--- src/hw/rtl/kmshid_pkg.sv ---
package kmshid_pkg;

  // Default matrix geometry and report size.
  localparam int RowsDef    = 10;
  localparam int ColumnsDef = 8;
  localparam int MaxKeysDef = 4;

  // A boot report carries at most this many key slots here.
  localparam int SlotCount      = 4;
  localparam int UsageTableSize = 80;

  // Item opcodes.
  localparam logic OpScan   = 1'b0;
  localparam logic OpReport = 1'b1;

  // Bit positions in the control lines.
  localparam int CtlRApple = 2;
  localparam int CtlLApple = 3;
  localparam int CtlCaps   = 4;
  localparam int CtlCtrl   = 5;
  localparam int CtlReset  = 6;
  localparam int CtlShift  = 7;

  // Special usage codes.
  localparam logic [7:0] UsageCaps = 8'd57;
  localparam logic [7:0] UsageF2   = 8'd59;
  localparam logic [7:0] UsageF3   = 8'd60;
  localparam logic [7:0] UsageF4   = 8'd61;
  localparam logic [7:0] UsageF5   = 8'd62;

  // Modifier byte bits.
  localparam logic [7:0] ModCtrl  = 8'h01;
  localparam logic [7:0] ModShift = 8'h02;
  localparam logic [7:0] ModLAlt  = 8'h04;
  localparam logic [7:0] ModRAlt  = 8'h40;

  // Usage code of each key store entry, in scan order.
  localparam logic [7:0] UsageTable [UsageTableSize] = '{
    8'd41, 8'd30, 8'd31, 8'd32, 8'd33, 8'd35, 8'd34, 8'd36, 8'd37, 8'd38,
    8'd43, 8'd20, 8'd26, 8'd8,  8'd21, 8'd28, 8'd23, 8'd24, 8'd12, 8'd18,
    8'd4,  8'd7,  8'd22, 8'd11, 8'd9,  8'd10, 8'd13, 8'd14, 8'd51, 8'd15,
    8'd29, 8'd27, 8'd6,  8'd25, 8'd5,  8'd17, 8'd16, 8'd54, 8'd55, 8'd56,
    8'd56, 8'd81, 8'd30, 8'd31, 8'd32, 8'd33, 8'd49, 8'd46, 8'd39, 8'd45,
    8'd48, 8'd82, 8'd34, 8'd35, 8'd36, 8'd37, 8'd52, 8'd19, 8'd47, 8'd48,
    8'd85, 8'd80, 8'd38, 8'd39, 8'd99, 8'd87, 8'd40, 8'd82, 8'd44, 8'd52,
    8'd41, 8'd79, 8'd48, 8'd86, 8'd88, 8'd54, 8'd42, 8'd81, 8'd80, 8'd79
  };

  // Entries past the table map to usage zero.
  function automatic logic [7:0] usage_of(input logic [7:0] idx);
    logic [7:0] usage;
    usage = 8'd0;
    if (idx < 8'(UsageTableSize)) begin
      usage = UsageTable[idx[6:0]];
    end
    return usage;
  endfunction

  typedef struct packed {
    logic       opcode;
    logic [7:0] row_lines_low;
    logic [7:0] control_lines;
  } kms_in_t;

  typedef struct packed {
    logic [2:0] drive_column;
    logic [7:0] modifier_byte;
    logic [7:0] key_slot0;
    logic [7:0] key_slot1;
    logic [7:0] key_slot2;
    logic [7:0] key_slot3;
    logic [2:0] key_count;
  } kms_out_t;

  // Commands from the controller to the datapath.
  typedef struct packed {
    logic scan;
    logic report_start;
    logic walk;
    logic load_out;
  } kms_cmd_t;

  // Status from the datapath to the controller.
  typedef struct packed {
    logic walk_last;
    logic out_free;
  } kms_sts_t;

endpackage

--- src/hw/rtl/keyboard_matrix_scan_hid_report_top.sv ---
// Key matrix scanner and HID boot report builder.
// Input channel: one beat per item, in_data_i.opcode selects a scan step
// (advance row, then column, and store one active-low row line) or a
// report build (caps change, function keys, pressed keys in scan order,
// modifier byte). Each input beat yields exactly one output beat.
// Both channels use valid and stall; a beat moves when valid is high and
// stall is low.
// A scan step passes through the StFin state and then the output register.
// A report walks the key store one entry per cycle through its registered
// read port, then passes through StDrain, StFin and the output register.
// One item is in work at a time; in_stall_o is high from the cycle after
// a beat is taken until its result enters the output register.
// The output register lets the next item start while a result waits.
// If the receiver stalls, the result holds and a finished item waits in
// the controller until the output register frees up.
// Reset clears the scan position to row 0, column 0, marks every key as
// released and sets the last caps level to one; no clearing pass is needed.
module keyboard_matrix_scan_hid_report_top #(
  parameter int ROWS     = kmshid_pkg::RowsDef,
  parameter int COLUMNS  = kmshid_pkg::ColumnsDef,
  parameter int MAX_KEYS = kmshid_pkg::MaxKeysDef
) (
  input  logic                  clk_i,
  input  logic                  rst_ni,
  input  logic                  in_valid_i,
  output logic                  in_stall_o,
  input  kmshid_pkg::kms_in_t   in_data_i,
  output logic                  out_valid_o,
  input  logic                  out_stall_i,
  output kmshid_pkg::kms_out_t  out_data_o
);
  import kmshid_pkg::*;

  kms_cmd_t cmd;
  kms_sts_t sts;

  // Sequencer for scan and report items.
  kmshid_ctrl u_ctrl (
    .clk_i      (clk_i),
    .rst_ni     (rst_ni),
    .in_valid_i (in_valid_i),
    .opcode_i   (in_data_i.opcode),
    .in_stall_o (in_stall_o),
    .cmd_o      (cmd),
    .sts_i      (sts)
  );

  // Key store, scan counters and report registers.
  kmshid_dp #(
    .ROWS     (ROWS),
    .COLUMNS  (COLUMNS),
    .MAX_KEYS (MAX_KEYS)
  ) u_dp (
    .clk_i       (clk_i),
    .rst_ni      (rst_ni),
    .in_data_i   (in_data_i),
    .cmd_i       (cmd),
    .sts_o       (sts),
    .out_stall_i (out_stall_i),
    .out_valid_o (out_valid_o),
    .out_data_o  (out_data_o)
  );

endmodule

--- src/hw/rtl/kmshid_dp.sv ---
module kmshid_dp #(
  parameter int ROWS     = kmshid_pkg::RowsDef,
  parameter int COLUMNS  = kmshid_pkg::ColumnsDef,
  parameter int MAX_KEYS = kmshid_pkg::MaxKeysDef
) (
  input  logic               clk_i,
  input  logic               rst_ni,
  input  kmshid_pkg::kms_in_t  in_data_i,
  input  kmshid_pkg::kms_cmd_t cmd_i,
  output kmshid_pkg::kms_sts_t sts_o,
  input  logic               out_stall_i,
  output logic               out_valid_o,
  output kmshid_pkg::kms_out_t out_data_o
);
  import kmshid_pkg::*;

  localparam int StoreSize = ROWS * COLUMNS;
  localparam int IdxW      = (StoreSize > 1) ? $clog2(StoreSize) : 1;
  localparam int CntW      = IdxW + 1;
  localparam int LimitInt  = (MAX_KEYS < SlotCount) ? MAX_KEYS : SlotCount;
  localparam logic [2:0] Limit = 3'(LimitInt);

  // Scan position and report state.
  logic [3:0]          row_q;
  logic [2:0]          col_q;
  logic                caps_last_q;
  logic [7:0]          mod_q;
  logic [2:0]          count_q;
  logic [7:0]          slot_q [SlotCount];
  logic [CntW-1:0]     walk_addr_q;
  logic                rd_pend_q;
  logic [StoreSize-1:0] vld_q;

  // Key store and its registered read port.
  logic                mem_q [StoreSize];
  logic                rd_mem_q;
  logic                rd_vld_q;
  logic [IdxW-1:0]     rd_idx_q;

  // Output register.
  logic                out_valid_q;
  kms_out_t            out_q;

  // Next scan position with row and column wrap.
  logic [4:0] row_inc;
  logic [3:0] col_inc;
  logic [3:0] row_n;
  logic [2:0] col_n;
  logic       wr_bit;
  logic [7:0] wr_idx_full;
  logic [IdxW-1:0] wr_idx;
  logic [IdxW-1:0] rd_addr;

  always_comb begin
    row_inc = {1'b0, row_q} + 5'd1;
    col_inc = {1'b0, col_q} + 4'd1;
    row_n   = row_inc[3:0];
    col_n   = col_q;
    if (row_inc >= 5'(ROWS)) begin
      row_n = 4'd0;
      col_n = (col_inc >= 4'(COLUMNS)) ? 3'd0 : col_inc[2:0];
    end
    // Rows 8 and up come from the control lines.
    wr_bit      = row_n[3] ? in_data_i.control_lines[row_n[2:0]]
                           : in_data_i.row_lines_low[row_n[2:0]];
    wr_idx_full = {5'd0, col_n} * 8'(ROWS) + {4'd0, row_n};
    wr_idx      = wr_idx_full[IdxW-1:0];
  end

  assign rd_addr = walk_addr_q[IdxW-1:0];

  // Report opening: caps change and function keys, then modifiers.
  logic       caps;
  logic [7:0] fkey;
  logic [2:0] init_count;
  logic [7:0] init_slot [SlotCount];
  logic [7:0] init_mod;

  always_comb begin
    caps       = in_data_i.control_lines[CtlCaps];
    init_count = 3'd0;
    for (int s = 0; s < SlotCount; s++) begin
      init_slot[s] = 8'd0;
    end
    if (in_data_i.control_lines[CtlRApple] && in_data_i.control_lines[CtlLApple]) begin
      fkey = UsageF5;
    end else if (in_data_i.control_lines[CtlRApple]) begin
      fkey = UsageF3;
    end else if (in_data_i.control_lines[CtlLApple]) begin
      fkey = UsageF4;
    end else begin
      fkey = UsageF2;
    end
    if ((caps != caps_last_q) && (init_count < Limit)) begin
      init_slot[init_count[1:0]] = UsageCaps;
      init_count = init_count + 3'd1;
    end
    if (!in_data_i.control_lines[CtlReset] && (init_count < Limit)) begin
      init_slot[init_count[1:0]] = fkey;
      init_count = init_count + 3'd1;
    end
    init_mod = 8'd0;
    if (!in_data_i.control_lines[CtlShift]) init_mod = init_mod | ModShift;
    if (!in_data_i.control_lines[CtlCtrl])  init_mod = init_mod | ModCtrl;
    if (in_data_i.control_lines[CtlRApple]) init_mod = init_mod | ModLAlt;
    if (in_data_i.control_lines[CtlLApple]) init_mod = init_mod | ModRAlt;
  end

  // An entry never written since reset reads as released.
  logic key_down;
  assign key_down = rd_vld_q & ~rd_mem_q;

  // Control and report registers.
  always_ff @(posedge clk_i or negedge rst_ni) begin
    if (!rst_ni) begin
      row_q       <= 4'd0;
      col_q       <= 3'd0;
      caps_last_q <= 1'b1;
      vld_q       <= '0;
      walk_addr_q <= '0;
      rd_pend_q   <= 1'b0;
      count_q     <= 3'd0;
      out_valid_q <= 1'b0;
    end else begin
      rd_pend_q <= cmd_i.walk;
      if (cmd_i.scan) begin
        row_q          <= row_n;
        col_q          <= col_n;
        vld_q[wr_idx]  <= 1'b1;
        count_q        <= 3'd0;
      end
      if (cmd_i.report_start) begin
        caps_last_q <= caps;
        count_q     <= init_count;
        walk_addr_q <= '0;
      end
      if (cmd_i.walk) begin
        walk_addr_q <= walk_addr_q + CntW'(1);
      end
      if (rd_pend_q && key_down && (count_q < Limit)) begin
        count_q <= count_q + 3'd1;
      end
      if (cmd_i.load_out) begin
        out_valid_q <= 1'b1;
      end else if (!out_stall_i) begin
        out_valid_q <= 1'b0;
      end
    end
  end

  // Payload registers.
  always_ff @(posedge clk_i) begin
    if (cmd_i.scan) begin
      mod_q <= 8'd0;
      for (int s = 0; s < SlotCount; s++) begin
        slot_q[s] <= 8'd0;
      end
    end
    if (cmd_i.report_start) begin
      mod_q <= init_mod;
      for (int s = 0; s < SlotCount; s++) begin
        slot_q[s] <= init_slot[s];
      end
    end
    if (rd_pend_q && key_down && (count_q < Limit)) begin
      slot_q[count_q[1:0]] <= usage_of({{(8-IdxW){1'b0}}, rd_idx_q});
    end
    if (cmd_i.load_out) begin
      out_q.drive_column  <= col_q;
      out_q.modifier_byte <= mod_q;
      out_q.key_slot0     <= slot_q[0];
      out_q.key_slot1     <= slot_q[1];
      out_q.key_slot2     <= slot_q[2];
      out_q.key_slot3     <= slot_q[3];
      out_q.key_count     <= count_q;
    end
  end

  // Key store: one write port for scans, one registered read for the walk.
  always_ff @(posedge clk_i) begin
    if (cmd_i.scan) begin
      mem_q[wr_idx] <= wr_bit;
    end
    if (cmd_i.walk) begin
      rd_mem_q <= mem_q[rd_addr];
      rd_vld_q <= vld_q[rd_addr];
      rd_idx_q <= rd_addr;
    end
  end

  assign sts_o.walk_last = (walk_addr_q == CntW'(StoreSize - 1));
  assign sts_o.out_free  = !out_valid_q || !out_stall_i;
  assign out_valid_o     = out_valid_q;
  assign out_data_o      = out_q;

endmodule

--- src/hw/rtl/kmshid_ctrl.sv ---
module kmshid_ctrl (
  input  logic                 clk_i,
  input  logic                 rst_ni,
  input  logic                 in_valid_i,
  input  logic                 opcode_i,
  output logic                 in_stall_o,
  output kmshid_pkg::kms_cmd_t cmd_o,
  input  kmshid_pkg::kms_sts_t sts_i
);
  import kmshid_pkg::*;

  localparam logic [1:0] StIdle  = 2'd0;
  localparam logic [1:0] StWalk  = 2'd1;
  localparam logic [1:0] StDrain = 2'd2;
  localparam logic [1:0] StFin   = 2'd3;

  logic [1:0] state_q;
  logic [1:0] state_d;
  logic       accept;

  assign in_stall_o = (state_q != StIdle);
  assign accept     = in_valid_i && !in_stall_o;

  // Next state and datapath commands.
  always_comb begin
    state_d            = state_q;
    cmd_o.scan         = 1'b0;
    cmd_o.report_start = 1'b0;
    cmd_o.walk         = 1'b0;
    cmd_o.load_out     = 1'b0;
    case (state_q)
      StIdle: begin
        if (accept) begin
          if (opcode_i == OpReport) begin
            cmd_o.report_start = 1'b1;
            state_d            = StWalk;
          end else begin
            cmd_o.scan = 1'b1;
            state_d    = StFin;
          end
        end
      end
      StWalk: begin
        cmd_o.walk = 1'b1;
        if (sts_i.walk_last) begin
          state_d = StDrain;
        end
      end
      StDrain: begin
        state_d = StFin;
      end
      StFin: begin
        if (sts_i.out_free) begin
          cmd_o.load_out = 1'b1;
          state_d        = StIdle;
        end
      end
      default: begin
        state_d = StIdle;
      end
    endcase
  end

  always_ff @(posedge clk_i or negedge rst_ni) begin
    if (!rst_ni) begin
      state_q <= StIdle;
    end else begin
      state_q <= state_d;
    end
  end

endmodule
--- config.mk ---
export PLATFORM = sky130hd
export DESIGN_NAME = keyboard_matrix_scan_hid_report_top
export DESIGN_NICKNAME = d
export VERILOG_FILES = /design/src/hw/rtl/kmshid_pkg.sv /design/src/hw/rtl/keyboard_matrix_scan_hid_report_top.sv /design/src/hw/rtl/kmshid_dp.sv /design/src/hw/rtl/kmshid_ctrl.sv
export SDC_FILE = /design/constraint.sdc
export NUM_CORES = 1
export LEC_CHECK = 0
export ABC_AREA = 1
export BUFFER_PORTS_ARGS = -buffer_cell sky130_fd_sc_hd__buf_2
export CAP_MARGIN = 0
export CORE_ASPECT_RATIO = 0.7
export CORE_UTILIZATION = 30
export DETAILED_ROUTE_END_ITERATION = 8
export HOLD_SLACK_MARGIN = 0.06
export PLACE_DENSITY = 0.48
export SYNTH_ARGS = -nofsm -noshare
export SYNTH_HDL_FRONTEND = slang
export SYNTH_SLANG_ARGS = --single-unit
--- constraint.sdc ---
create_clock -name clk_i -period 5.1 [get_ports clk_i]
set_input_delay 1.02 -clock clk_i [delete_from_list [all_inputs] [get_ports clk_i]]
set_output_delay 1.02 -clock clk_i [all_outputs]
set_load 0.02 [all_outputs]
[After elaboration in Yosys (flattened, before gate mapping)]
Memories as Yosys holds them, arrays and structs flattened. A register that Yosys moved wholly into a read port is not among the register bits.
Cells that the tools add are included.
Cells by class
  add/subtract/negate cells: 6
  reduce and logical (&&, ||, !) cells: 18
  bitwise operators: 9
  muxes and demuxes: 61
  magnitude comparators: 12
  equal/unequal tests: 9
  multipliers: 1
Operators by type and width (number)
  $mux W8: 13
  $or A80 B80 Y80: 1
  $bwmux W32: 1
  $mux W32: 1
  $mux W3: 10
  $mux W1: 20
  $demux W8 S2: 1
  $lt A7 B8 Y1 const B: 2
  $mux W2: 7
  $add A8 B1 Y8 const B: 1
  $eq A8 B7 Y1 const B: 1
  $ge A8 B8 Y1 const B: 1
  $not A7 Y8: 1
  $pmux W2 S4: 1
  $add A7 B4 Y7: 1
  $bmux W1 S7: 1
  $demux W1 S7: 1
  $ge A7 B1 Y1 const B: 1
  $logic_and A1 B1 Y1: 7
  $lt A7 B7 Y1 const B: 1
  $mux W7: 1
  $bmux W1 S3: 2
  $mul A3 B3 Y6 const B: 1
  $mux W6: 1
  27 further kinds: 38
Storage, ports and cells
  register bits: 133
  bits in writable memories: 112
  output and inout bits: 48
  ROM bits: 1024
  memories kept: 3
  input port bits: 21
  logic and storage cells: 134
Memories
  (no name shown): depth 128, width 8, read ports 1, clocked after Yosys merged registers in 0, wr ports 0, RTL line kmshid_pkg.sv:54  | usage = UsageTable[idx[6:0]];
  u_dp.mem_q: depth 80, width 1, read ports 1, clocked after Yosys merged registers in 1, wr ports 1, RTL line kmshid_dp.sv:35  | logic mem_q [StoreSize];
  u_dp.slot_q: depth 4, width 8, read ports 4, clocked after Yosys merged registers in 4, wr ports 5, RTL line kmshid_dp.sv:29  | logic [7:0] slot_q [SlotCount];

[Logic depth before layout (Yosys ltp)]
  word-level depth: 11
  depth in mapped cells: 21
  gate-level depth less buffers: 20

[Hierarchy]
From an unflattened synthesis, not the netlist that was laid out.
Unflattened totals
  cell total of the unflattened synthesis: 1378
  area, all modules: 12819.8 um^2
Modules (own cells, without submodules)
  kmshid_dp: area an instance 12575.8 um^2, instances 1, cells each 1342
  kmshid_ctrl: area an instance 244.0 um^2, instances 1, cells each 36

[Worst setup path before layout]
Ideal clock, no wire load.
  path type: register to register
  start point: register u_dp.row_q[0]
  end point: memory u_dp.mem_q[0] (data pin)
  period minus slack after synthesis: 4.001 ns
  setup slack: 1.099 ns
  data arrival time: 3.423 ns
  required time: 4.522 ns
  library setup time: 0.578 ns
  buffers on the path: 1
  cell stages (with the launch flop): 15
  path through: dfrtp_1 > ha_1 > inv_1 > nor2_1 > nand3_1 > nand2_2 > nand3_2 > buf_4 > nand2_1 > nand2_1 > nand2_1 > nand2_1 > nand2_1 > nor2_1 > nor2_1
Between the ends
  word-level cells in the longest chain between the ends: 6
RTL lines
  start, declared: RTL line kmshid_dp.sv:24  | logic [3:0] row_q;
  start signal, assigned: RTL line kmshid_dp.sv:127  | row_q <= row_n;
  $add A4 B1 Y5 (*): RTL line kmshid_dp.sv:55  | row_inc = {1'b0, row_q} + 5'd1;
  $ge A5 B4 Y1: RTL line kmshid_dp.sv:59  | if (row_inc >= 5'(ROWS)) begin
  $mux W4 (*): RTL line kmshid_dp.sv:59
  $bmux W1 S3 (on tied branches): RTL line kmshid_dp.sv:65, kmshid_dp.sv:64
  $mux W1 (on tied branches): RTL line kmshid_dp.sv:65, kmshid_dp.sv:64
  $mux W1 (*): RTL line kmshid_dp.sv:64  | wr_bit = row_n[3] ? in_data_i.control_lines[row_n[2:0]]
  via u_dp.wr_bit: RTL line kmshid_dp.sv:49  | logic wr_bit;
  end, declared: RTL line kmshid_dp.sv:35
The timed path passes the listed nets; every way through them passes the cells marked *. The select of a mux whose other input is x is not followed.

[Final worst setup path]
  start point: register u_dp.row_q[0]
  end point: memory u_dp.mem_q[51] (enable)
Between the ends
  word-level cells in the longest chain between the ends: 5
RTL lines
  $add A4 B1 Y5: RTL line kmshid_dp.sv:55
  $ge A5 B4 Y1: RTL line kmshid_dp.sv:59
  $mux W3: RTL line kmshid_dp.sv:59
  via u_dp.col_n[1]: RTL line kmshid_dp.sv:48  | logic [2:0] col_n;
  $mul A3 B3 Y6: RTL line kmshid_dp.sv:66  | wr_idx_full = {5'd0, col_n} * 8'(ROWS) + {4'd0, row_n};
  $add A7 B4 Y7: RTL line kmshid_dp.sv:66
The timed path passes the listed nets, and every way through them passes these cells.

==> results_dict.tcl <==
set metrics [dict create \
    status "complete, no violations" \
    r2r_cells 11 \
    drt_iter0_markers 868 \
    clock_latency_ns 0.56 \
    nNetsFinal 1421 \
    drt_first_pass_iters 6 \
    antenna_found_initial 0 \
    grt_max_degree 70 \
    hp-start "u_dp.slot_q[0][4]" \
    grt_pass1_vias 8972 \
    met1_usage_pct 25.4 \
    ir_worst_vdd_uv 201 \
    regToRegEndpoint "u_dp.mem_q[51]" \
    combPwrFrac_pct 1.3 \
    yosys_warnings 0 \
    synth_mux_area_share_pct 0 \
    syn_inst 1342 \
    synthesis.area_um2 12700 \
    report.final.slew_viol_count 0 \
    synth_top_family_by_area "simple AND/OR/NAND/NOR gates" \
    crit_slowest_cell "nand2_1" \
    max_stage_delay_ns 0.70 \
    cts_buffers 28 \
    crit_fanout 20 \
    ys.flop_type "edfxtp_1" \
    synth_enable_flop_cells 159 \
    cts_resized 0 \
    drive_above_1_share_pct 10.6 \
    routedWlPerCell_um 17.2 \
    post-cts-setup-buffers 0 \
    place_area_um2 13300 \
    areaGrowthSynthToFinish_pct 11.9 \
    seq_power_share_pct 52.4 \
    seq_area_frac_synth_pct 57.9 \
    dieArea_um2 43200 \
    routed_wirelength_um 33300 \
    worstPathRequired_ns 5.35 \
    yosys.area_share.simple_pct 20.9 \
    cts.path.max_buffers 3 \
    cts.clk_slew.worst_paths_ns 0.06 \
    worstMarginPinSlew_ns 1.13 \
    internal-power_mw 3.39 \
    setup_viol 0 \
    ant_nets 0 \
    hold_class "reg -> reg" \
    whs_ns 0.419 \
    min_period_over_period_pct 77.0 \
    fmax_mhz 255 \
    dpl.hpwl_um 21100 \
    grt.met2_usage_pct 21.5 \
    drc 0 \
    p_clk_share_pct 46.3 \
    critical_path_arrival_ns 4.18 \
    start_util_pct 30.7 \
    hold_buffers 0 \
    swShare_pct 20.7 \
    core.rowCount 62 \
    synth_xor_area_share_pct 0.532 \
    grt_first_pass_wirelength_um 52500 \
    coreArea_um2 41300 \
    grtUsageTotal_pct 15.7 \
    p_leak_nw 5.82 \
    postSynthAreaPerCell_um2 9.46 \
    synth-compound-area-share_pct 10.0 \
    crit_chain "ha_1, inv_1, nor2_1, nand3_1, nand2_2, nand2_2, o21ai_0, fa_1, nor3_1, nand2_1, nor2_1" \
    async_flop_share_pct 39.3 \
    min_to "u_dp.out_data_o[31]" \
    port_buffers 60 \
    finalHoldViolations 0 \
    cts_tree "built" \
    top_usage_layer "met1" \
    p_sw_uw 887 \
    htreeDepth 1 \
    setup.worst_path.end_class "register" \
    critPathLaunchType "register" \
    met3_usage_pct 2.32 \
    diodes 0 \
    io_pins 69 \
    synth-seq-cells 262 \
    maxSlewHeadroom_pct 24.7 \
    place.gp.congestion 0.892 \
    final_cell_mix "nand2_1, nor2_1, edfxtp_1" \
    fin_worst_skew_ns 0.0123 \
    hold_path_depth 0 \
    final_common_cell "nand2_1" \
    routed_via_density 4.85 \
    rsz0062_at_grt "no" \
    fin_tns_setup_ns 0 \
    die_w_um 248 \
    crit_type "reg -> reg" \
    reg2reg_slack_ns 1.17 \
    power.density_nw_per_um2 301 \
    vias 9382 \
    cts.sinks 262 \
    finalCriticalPeriod_ns 3.93 \
    cts.root.buffer_cell "clkbuf_16" \
    gr-total-overflow 0 \
    r2r_start "u_dp.row_q[0]" \
    synth_cell_types 51 \
    die_y_um 174 \
    synthAdderAreaFrac_pct 3.21 \
    fin_area_um2 14200 \
    cap_viol_max_count 0 \
]
[power groups by stage]
stage / Combinational, mW / Sequential [mW] / Clock [mW]
floorplan: 0.0231 / 2.29 / 0
global placement: 0.0569 / 2.29 / 0
detailed placement: 0.0568 / 2.29 / 0
CTS: 0.0570 / 2.24 / 2.03
global route: 0.0628 / 2.24 / 2.12
finish: 0.0549 / 2.24 / 1.98
[state kept, by name, summed over array words and instances, names as in the netlist, 2 cells and up]
name / flops
u_dp.walk_addr_q: 8
u_dp.row_q: 4
u_ctrl.state_q: 2
u_dp.slot_q: 28
u_dp.col_q: 3
u_dp.rd_idx_q: 7
u_dp.vld_q: 80
u_dp.mem_q: 80
u_dp.mod_q: 4
u_dp.count_q: 3
out_data_o: 22
u_dp.out_data_o: 16
[worst max-delay path: cells and delay by family, from the launching register on]
family                   cells  cell delay (ns)
AND/OR/NAND/NOR              7             1.71
adder cells (fa/ha/maj)      2             0.86
AO/OA/AOI/OAI                1             0.53
flip-flops                   1             0.47
buffers and inverters        1             0.05
[routing by layer]
layer / part of all wire (%) / vias up
li1: - / 4513
met1: 52 / 4575
met2: 40 / 259
met3: 5.4 / 35
met4: 1.9 / 0
met5: 0 / -
[per-stage QoR]
step / cells / power (mW) / utilization [%] / setup slack, ns
6_report: 1934 / 4.28 / 34.4 / 1.17
5_1_grt: 1934 / 4.43 / 34.4 / 0.817
4_1_cts: 1934 / 4.33 / 34.4 / 1.13
3_5_place_dp: 1882 / 2.34 / 32.2 / 1.15
3_3_place_gp: 1882 / 2.34 / 32.2 / 1.29
2_1_floorplan: 1349 / 2.31 / - / 1.10
[worst max path at each step]
stage / from / endpoint / slack (ns)
global route: u_dp.row_q[0] / u_dp.mem_q[19] / 0.82
detailed placement: u_dp.row_q[0] / u_dp.mem_q[75] / 1.15
CTS: u_dp.row_q[0] / u_dp.mem_q[75] / 1.13
global placement: u_dp.row_q[0] / u_dp.mem_q[41] / 1.29
finish: u_dp.row_q[0] / u_dp.mem_q[51] / 1.17
floorplan: u_dp.row_q[0] / u_dp.mem_q[0] / 1.10
[final cells by class]
type / count / area, um^2
clock buffer: 44 / 843
timing repair buffer: 68 / 363
inverter: 124 / 465
multi-input combinational: 884 / 4450
tap: 544 / 681
fill: 4292 / 27100
sequential: 262 / 7350
clock inverter: 8 / 47.5
[cell families after synthesis]
| kind of cell | count (synthesis) |
|---|---|
| flip-flops | 262 |
| XOR/XNOR | 6 |
| AO/OA/AOI/OAI | 212 |
| buffers and inverters | 203 |
| adder cells (fa/ha/maj) | 32 |
| other | 1 |
| AND/OR/NAND/NOR | 626 |
[cells in the mapped netlist, types with 4 or more instances]
master,count,area share (%)
nand2_1,267,7.9
nor2_1,185,5.5
edfxtp_1,159,38
nand3_1,130,5.1
inv_1,119,3.5
dfrtp_1,102,20
o21ai_0,88,3.5
o21bai_1,38,2.2
buf_2,33,1.3
a21oi_1,32,1.3
ha_1,31,3.1
clkbuf_1,21,0.62
o21ai_1,15,0.59
buf_4,14,0.83
o211ai_1,11,0.65
buf_6,10,0.89
nor3_1,9,0.35
nand4_1,8,0.39
nand2_2,6,0.30
o22ai_1,6,0.30
o21bai_2,5,0.44
o221ai_1,5,0.34
a31oi_1,4,0.20
nor2_2,4,0.20
nor2_4,4,0.35
(Power assumes the default switching activity.)
